$ cat src/rtl/mmps_pkg.sv
`default_nettype none
package mmps_pkg;

  localparam int YEAR_W  = 14;
  localparam int MONTH_W = 4;
  localparam int PHASE_W = 3;
  localparam int DAY_W   = 5;
  localparam int BASE_W  = 9;

  localparam int QUEUE_DEPTH = 2;
  localparam int QUEUE_AW    = $clog2(QUEUE_DEPTH);

  // Length class of a month, resolved to a day count once the leap bit is known.
  typedef enum logic [1:0] {
    MC_31,
    MC_30,
    MC_FEB
  } mon_class_t;

  // Item handed from the front to the back through the queue.
  typedef struct packed {
    logic [YEAR_W-1:0] year;
    mon_class_t        cls;
    logic [BASE_W-1:0] base;   // day of year of day 1, minus one, before leap fix
    logic              late;   // month after February: takes the leap fix
  } fe_item_t;

  typedef enum logic [3:0] {
    BK_IDLE,
    BK_DIV0,
    BK_DIV1,
    BK_DIV2,
    BK_DIV3,
    BK_DIV4,
    BK_DIV5,
    BK_DAY0,
    BK_DAY1,
    BK_DAY2,
    BK_RUN,
    BK_FLUSH
  } bk_state_t;

endpackage
`default_nettype wire

$ cat src/rtl/mmps_queue.sv
`default_nettype none
module mmps_queue import mmps_pkg::*; (
  input  wire logic     clk,
  input  wire logic     rst,
  input  wire logic     push,
  input  wire fe_item_t push_item,
  output logic          full,
  input  wire logic     pop,
  output fe_item_t      head,
  output logic          nempty
);

  fe_item_t              slots [QUEUE_DEPTH];
  logic [QUEUE_AW-1:0]   wr_ptr;
  logic [QUEUE_AW-1:0]   rd_ptr;
  logic [QUEUE_AW:0]     cnt;

  assign full   = (cnt == (QUEUE_AW+1)'(QUEUE_DEPTH));
  assign nempty = (cnt != '0);
  assign head   = slots[rd_ptr];

  always_ff @(posedge clk) begin
    if (rst) begin
      wr_ptr <= '0;
      rd_ptr <= '0;
      cnt    <= '0;
    end else begin
      if (push) begin
        wr_ptr <= wr_ptr + QUEUE_AW'(1);
      end
      if (pop) begin
        rd_ptr <= rd_ptr + QUEUE_AW'(1);
      end
      if (push && !pop) begin
        cnt <= cnt + (QUEUE_AW+1)'(1);
      end else if (pop && !push) begin
        cnt <= cnt - (QUEUE_AW+1)'(1);
      end
    end
  end

  always_ff @(posedge clk) begin
    if (push) begin
      slots[wr_ptr] <= push_item;
    end
  end

endmodule
`default_nettype wire

$ cat config.mk
export PLATFORM = sky130hd
export DESIGN_NAME = mmps_queue
export DESIGN_NICKNAME = d
export VERILOG_FILES = /design/src/rtl/mmps_pkg.sv /design/src/rtl/mmps_queue.sv
export SDC_FILE = /design/constraint.sdc
export NUM_CORES = 1
export LEC_CHECK = 0
export ABC_AREA = 1
export BUFFER_PORTS_ARGS = -buffer_cell sky130_fd_sc_hd__buf_2
export CAP_MARGIN = 20
export CORE_MARGIN = 4
export CORE_UTILIZATION = 50
export CTS_CLUSTER_DIAMETER = 120
export CTS_CLUSTER_SIZE = 8
export DETAILED_ROUTE_END_ITERATION = 6
export PLACE_DENSITY = 0.76
export SLEW_MARGIN = 10
export SYNTH_ARGS = -nofsm -noshare
export SYNTH_HDL_FRONTEND = slang
export SYNTH_SLANG_ARGS = --single-unit
export TNS_END_PERCENT = 50
$ cat constraint.sdc
create_clock -name clk -period 2.8 [get_ports clk]
set_input_delay 0.56 -clock clk [delete_from_list [all_inputs] [get_ports clk]]
set_output_delay 0.56 -clock clk [all_outputs]
set_load 0.005 [all_outputs]
==> summary.txt, run 1 <==
Antenna violations before repair -> 0
WL/cell -> 15.58 um
Most area-hungry cell type in the Yosys netlist -> edfxtp_1
Fraction of final layout cells sized beyond drive strength 1 -> 0.5348
Syn. warnings -> 0
Max Fanout on Critical Path -> 10
Classification of the worst-slack hold path -> in -> reg
Required time of the critical path -> 2.24 ns
Synthesized area divided by synthesized cell count -> 19.36 um^2
Worst Clk Skew -> 0.005095 ns
Remaining antenna violation count after routing -> 0
Wire length of the first global-routing pass -> 5582 um
Post-synth net total -> 145
Total via count in the routed design -> 1154
Count of nets after finishing -> 214
Hold path endpoint -> slots[0][11]$_DFFE_PP_
Maximum clock frequency -> 423.2 MHz
Global route overflow -> 0
Top cells by area in the synthesized netlist -> edfxtp_1 (71%), mux2_4 (14%), dfxtp_1 (4.5%)
Worst slew margin -> 0.5424
Gate count of the mapped netlist -> 114
Fraction of the mapped netlist area in compound gates -> 0.004535
Count leader, synth -> edfxtp_1
Buffer depth of the longest clock path -> 2
Power density cells -> 664.9 mW/mm^2
Type of element launching the critical path -> flop
EDFF count, synth -> 52
CP endpoint kind -> output port
Basic-gate share of the synthesized area counting and, or, nand and nor cells -> 0.02778
Detailed Route WL -> 3693 um
XOR/XNOR Fraction of Synth Area -> 0.003968
Final count of negative-setup-slack endpoints -> 0
Crit Reg-Reg Endpoint -> slots[1][24]$_DFFE_PP_
Share of Yosys cell area claimed by the top area cell type -> 0.7075
Initial core utilization -> 0.5326
Run status -> complete, no violations
Leading register cell type out of synthesis -> edfxtp_1
Clock period minus worst slack -> 2.363 ns
Buffer cell driving the clock tree root -> clkbuf_8
Max Transition Viols Final -> 0
Most frequent cells after synthesis -> edfxtp_1 (52), mux2_4 (20), inv_1 (9)
Arrival time of data at the critical path endpoint -> 1.80 ns
Post-synthesis to final-layout area growth -> 21.71%
GP Congestion -> 0.6535
Vert. Die Dim -> 74.44 um
Drt initial violations -> 48
Summed instance area of the synthesized netlist -> 0.002207 mm^2
Final design area excluding fillers -> 0.002686 mm^2
Buffers inserted by post-CTS timing repair -> 0
I/O Buffers -> 57
Count of fill cells added during filler insertion -> 317
WS Path Type -> reg -> out
CTS clock-pin slew for the worst setup and hold paths -> 0.06 ns
Start of the worst register-to-register path -> wr_ptr$_SDFFE_PP0P_
Instance count along the most critical hold path -> 1
Worst-case vdd ir drop -> 0.0003601 V
Htree depth -> 3
Overall global routing resource usage -> 0.1444
Combinational family with the most area after synthesis -> multiplexers
Worst r2r path cells -> 3
Number of remaining DRC errors -> 0
Startpoint of the tightest hold check path -> push_item[11]
Sequential-to-total area share from yosys stat -> 0.7528
HPWL Detailed -> 2707 um
Via count of the first global-routing pass -> 1255
Number of endpoints with negative hold slack in the final report -> 0
Worst reg-to-reg setup slack -> 1.25 ns
Count of instances resized after the clock tree is built -> 0
Router iterations before antenna repair -> 4
CTS tree -> built
Unrepaired setup endpoints after global routing -> no
Io pins -> 58
Instance area after placement -> 0.002536 mm^2
Total CTS buffers -> 9
Yosys reg bits -> 57
Area of the die -> 0.005541 mm^2
Fin crit share -> 0.8439
# rows -> 23
Mean number of vias per cell -> 4.869
Total Neg Setup Slack -> 0 ns
Adder-cell share of the synthesized area -> 0.005669
Num Clock Sinks -> 57
Post-CTS Hold Buffers -> 0
Transition time at the pin with the least slew margin -> 0.6857 ns
Share of cell area taken by muxes after synthesis -> 0.1667
Die X-Extent -> 74.44 um
Proportion of synthesized flip-flops having asynchronous set or reset -> 0
Standby leakage power -> 1.120 nW
Antenna Cells -> 0
Number of different library cells in the post-synthesis netlist -> 16
Clock latency reported for the late side of the worst-skew pair -> 0.31 ns
Max_cap viols -> 0
Pin count of the biggest net entering global routing -> 27
Placeable core region -> 0.004144 mm^2
==> registers in the layout, indices dropped and copies added (netlist names), named ones only <==
signal,count
cnt,2
rd_ptr,1
slots,52
wr_ptr,1
==> layout by cell type, fill, tap and decap left out, drive strengths merged <==
cell type | synthesis | layout
buf | 3 | 61
clkbuf | 0 | 9
dfxtp | 5 | 5
nand3 | 1 | 1
a21oi | 1 | 1
mux2 | 26 | 26
nor3 | 1 | 1
nor2 | 6 | 6
nand4 | 1 | 1
edfxtp | 52 | 52
ha | 1 | 1
nand2 | 6 | 6
xnor2 | 1 | 1
o21ai | 1 | 1
clkinv | 0 | 6
inv | 9 | 9
==> critical path, cell delays in order (launching register included) <==
cell	delay, ns
dfxtp_1	0.68
buf_4	0.32
mux2_2	0.35
buf_2	0.13
==> per-stage QoR <==
stage / power, W / setup WS, ns / hold WS, ns / util / instances
after floorplan: 0.001146 / 0.6918 / 0.4799 / - / 114
after global placement: 0.001215 / 0.7922 / 0.4968 / 0.6120 / 222
after detailed placement: 0.001228 / 0.7568 / 0.5103 / 0.6120 / 222
after CTS: 0.001809 / 0.3776 / 0.4114 / 0.6482 / 237
after global routing: 0.001870 / 0.3359 / 0.4065 / 0.6482 / 237
final: 0.001786 / 0.4370 / 0.4280 / 0.6482 / 237
==> area by class of cell <==
| type | instances | area, um^2 | share of cell area |
|---|---|---|---|
| flip-flops and latches | 57 | 1662 | 0.6185 |
| multi-input cells | 45 | 462.9 | 0.1723 |
| well taps | 50 | 62.56 | 0.02329 |
| repair buffers | 61 | 315.3 | 0.1174 |
| clock inverters | 6 | 26.28 | 0.009781 |
| inverters | 9 | 33.78 | 0.01258 |
| clock buffers | 9 | 123.9 | 0.04611 |
==> worst max path at each step <==
stage               from  depth (start not counted)                    end
floorplan           push                          2  slots[0][0]$_DFFE_PP_
detailed placement  flop                          3                head[5]
global route        flop                          3               head[10]
finish              flop                          3               head[10]
global placement    flop                          3               head[10]
CTS                 flop                          3                head[5]
==> cell families after synthesis <==
family | Yosys count
xor+xnor | 1
fa+ha+maj | 1
flops | 57
buf+inv | 12
mux | 26
simple gates | 15
compound gates | 2
==> routing by layer <==
metal,routed length (um),GRT usage
met1,1345,0.1333
met2,2017,0.2595
met5,0,0
met4,60,0.07115
met3,269,0.07297
==> report_power, final <==
group	switching, W	internal, W	leakage (nW)
Combinational	0.0000888	0.000113	0.509
Clock	0.000281	0.000301	0.0811
Sequential	0.0000202	0.000983	0.530
Power figures use the tool's default switching activity.
==> inputs of run 2 (changes only) <==
--- a/config.mk
+++ b/config.mk
@@ -5,7 +5,7 @@
 export SDC_FILE = /design/constraint.sdc
 export NUM_CORES = 1
 export LEC_CHECK = 0
-export ABC_AREA = 1
+export ABC_AREA = 0
 export BUFFER_PORTS_ARGS = -buffer_cell sky130_fd_sc_hd__buf_2
 export CAP_MARGIN = 20
 export CORE_MARGIN = 4
@@ -13,7 +13,7 @@
 export CTS_CLUSTER_DIAMETER = 120
 export CTS_CLUSTER_SIZE = 8
 export DETAILED_ROUTE_END_ITERATION = 6
-export PLACE_DENSITY = 0.76
+export PLACE_DENSITY = 0.77
 export SLEW_MARGIN = 10
 export SYNTH_ARGS = -nofsm -noshare
 export SYNTH_HDL_FRONTEND = slang
==> constraint.sdc (replaced) <==
create_clock -name clk -period 2.4 [get_ports clk]
set_input_delay 0.48 -clock clk [delete_from_list [all_inputs] [get_ports clk]]
set_output_delay 0.48 -clock clk [all_outputs]
set_load 0.005 [all_outputs]
==> run 2 against run 1 <==
Total power rose by 16%. Wire length fell by 3.3%. Flip-flop and latch count did not move. Die area fell by 4.7%. Synthesized area fell by 5.2%. Synthesized cell count fell by 9.6%. Via count fell by 1.0%. Utilization fell by 0.23 points. Final cell count fell by 4.2%. Clock skew rose by 0.0019 ns. Critical path depth did not move. Critical path type unchanged. Highest routed layer unchanged.
==> summary.txt, run 2 <==
Final count of negative-setup-slack endpoints -> 0
Fin crit share -> 0.7675
Worst slew margin -> 0.8601
Proportion of synthesized flip-flops having asynchronous set or reset -> 0
Maximum clock frequency -> 542.9 MHz
Sequential-to-total area share from yosys stat -> 0.7943
Count of nets after finishing -> 205
Summed instance area of the synthesized netlist -> 0.002092 mm^2
Post-synth net total -> 134
Final WS setup -> 0.5580 ns
Fraction of final layout cells sized beyond drive strength 1 -> 0.5706
Gate count of the mapped netlist -> 103
Worst Clk Skew -> 0.006966 ns
WL/cell -> 15.74 um
Final worst hold slack -> 0.3534 ns
Part of the total power dissipated in the clock network -> 0.320
Total instance count after detailed placement -> 213
Standby leakage power -> 1.011 nW
Die X-Extent -> 72.69 um
GP Congestion -> 0.7058
Clock latency reported for the late side of the worst-skew pair -> 0.31 ns
Top cells by area in the synthesized netlist -> edfxtp_1 (75%), mux2_2 (14%), dfxtp_1 (4.8%)
Share of Yosys cell area claimed by the top area cell type -> 0.7464
Most used cells in the layout excluding fill and tap cells -> buf_2 (57), edfxtp_1 (52), mux2_2 (26), clkbuf_8 (9), buf_4 (6)
Max FFs per register -> 52
Mean number of vias per cell -> 5.031
Number of remaining DRC errors -> 0
Classification of the worst-slack hold path -> in -> reg
Critical Path Sink -> head[24]
Wire length of the first global-routing pass -> 5602 um
Total via count in the routed design -> 1142
Start of the worst register-to-register path -> wr_ptr$_SDFFE_PP0P_
Post-synthesis to final-layout area growth -> 24.40%
Worst-case vdd ir drop -> 0.0005278 V
Vert. Die Dim -> 72.69 um
EDFF count, synth -> 52
CP endpoint kind -> output port
Pin count of the biggest net entering global routing -> 15
Setup slack after placement -> 0.8647 ns
Initial core utilization -> 0.5193
Worst r2r path cells -> 2
Total CTS buffers -> 9
Arrival time of data at the critical path endpoint -> 1.36 ns
Htree depth -> 3
Buffer cell driving the clock tree root -> clkbuf_8
Io pins -> 58
Worst reg-to-reg setup slack -> 1.32 ns
Number of different library cells in the post-synthesis netlist -> 17
Antenna Cells -> 0
WS Path Type -> reg -> out
P_sw -> 0.0004339 W
Antenna violations before repair -> 0
Num Clock Sinks -> 57
# rows -> 23
Relative contribution of combinational cells to total power -> 0.113
Leading register cell type out of synthesis -> edfxtp_1
Largest register by flop count -> slots
I/O Buffers -> 57
Post-route non-filler standard cell count -> 227
CTS tree -> built
CTS clock-pin slew for the worst setup and hold paths -> 0.06 ns
Count of instances resized after the clock tree is built -> 0
Run status -> complete, no violations
Post-layout utilization of the core -> 0.6460
Total Neg Setup Slack -> 0 ns
Part of the power in registers -> 0.567
Overall global routing resource usage -> 0.1483
Max_cap viols -> 0
Most area-hungry cell type in the Yosys netlist -> edfxtp_1
Transition time at the pin with the least slew margin -> 0.2076 ns
Placeable core region -> 0.004029 mm^2
Global route overflow -> 0
Remaining antenna violation count after routing -> 0
Count leader, synth -> edfxtp_1
Post-CTS Hold Buffers -> 0
Most common cell after layout, fill and taps aside -> buf_2
Internal power of the cells -> 0.001638 W
Detailed Route WL -> 3572 um
Syn. warnings -> 0
Max Transition Viols Final -> 0
Switching share of power -> 0.2095
Crit Reg-Reg Endpoint -> slots[1][9]$_DFFE_PP_
Buffers inserted by post-CTS timing repair -> 0
Yosys reg bits -> 57
Router iterations before antenna repair -> 4
Required time of the critical path -> 1.92 ns
Synthesized area divided by synthesized cell count -> 20.31 um^2
Drt initial violations -> 54
Type of element launching the critical path -> flop
Via count of the first global-routing pass -> 1253
Unrepaired setup endpoints after global routing -> no
Most frequent cells after synthesis -> edfxtp_1 (52), mux2_2 (26), dfxtp_1 (5), nor2_1 (4)
HPWL Detailed -> 2592 um
Area of the die -> 0.005283 mm^2
Clock period minus worst slack -> 1.842 ns
Power density cells -> 796.0 mW/mm^2
Number of endpoints with negative hold slack in the final report -> 0
Largest registers -> slots x52, cnt x2
Max Fanout on Critical Path -> 14
Buffer depth of the longest clock path -> 2
## run 2: cell types whose count changed after synthesis, sizes merged, moves of 2 or more
cell / previous run / this run
nand2: 6 / 0
xor2: 0 / 2
nor2: 6 / 4
inv: 9 / 1
## run 2: how the worst min path moves through the flow
| stage | endpoint | slack [ns] | from | depth (start not counted) |
|---|---|---|---|---|
| final | slots[1][11]$_DFFE_PP_ | 0.35 | push_item[11] | 1 |
| after global routing | slots[1][9]$_DFFE_PP_ | 0.33 | push_item[9] | 1 |
| after CTS | slots[1][11]$_DFFE_PP_ | 0.34 | push_item[11] | 1 |
| after detailed placement | rd_ptr$_SDFFE_PP0P_ | 0.52 | rd_ptr$_SDFFE_PP0P_ | 2 |
| after global placement | cnt[1]$_SDFFE_PP0P_ | 0.47 | cnt[1]$_SDFFE_PP0P_ | 2 |
| after floorplan | cnt[1]$_SDFFE_PP0P_ | 0.46 | cnt[1]$_SDFFE_PP0P_ | 2 |
## run 2: final cells by class
class,instances,area (um^2)
clock buffer,12,135.1
multi-input combinational,42,401.6
timing repair buffer,63,330.3
sequential,57,1662
fill,308,1426
clock inverter,2,7.507
tap,50,62.56
inverter,1,3.754
## run 2: cells by family after synthesis
logic type                 after synthesis  synth area share
and+or+nand+nor                          9           0.02333
xor gates and xnor gates                 4           0.01675
muxes                                   26            0.1400
adders and majority gates                1          0.005980
AOI/OAI and AO/OA                        2          0.004780
buffers and inverters                    4           0.01495
DFF                                     57            0.7943
## run 2: per-layer routing
layer	global-route usage	up-vias	part of all wire
met1	0.1509	573	0.37
li1	-	532	-
met2	0.2605	33	0.55
met3	0.06061	4	0.068
met4	0.07377	0	0.012
met5	0	-	0
## run 2: worst max-delay path, stage by stage (launching register included)
cell and delay [ns]:
dfxtp_1 0.33, buf_4 0.22, mux2_2 0.37, buf_2 0.13
## run 2: power groups by stage
| stage | Sequential, W | Combinational (W) | Clock (W) |
|---|---|---|---|
| final | 0.00118 | 0.000234 | 0.000663 |
| after global routing | 0.00118 | 0.000257 | 0.000731 |
| after CTS | 0.00118 | 0.000240 | 0.000680 |
| after detailed placement | 0.00120 | 0.000238 | 0 |
| after global placement | 0.00119 | 0.000228 | 0 |
| after floorplan | 0.00119 | 0.000130 | 0 |
## run 2: through the flow
stage | cell area, um^2 | total power (W)
2_1_floorplan | 2092 | 0.001320
3_3_place_gp | 2460 | 0.001418
3_5_place_dp | 2460 | 0.001434
4_1_cts | 2603 | 0.002096
5_1_grt | 2603 | 0.002169
6_report | 2603 | 0.002072
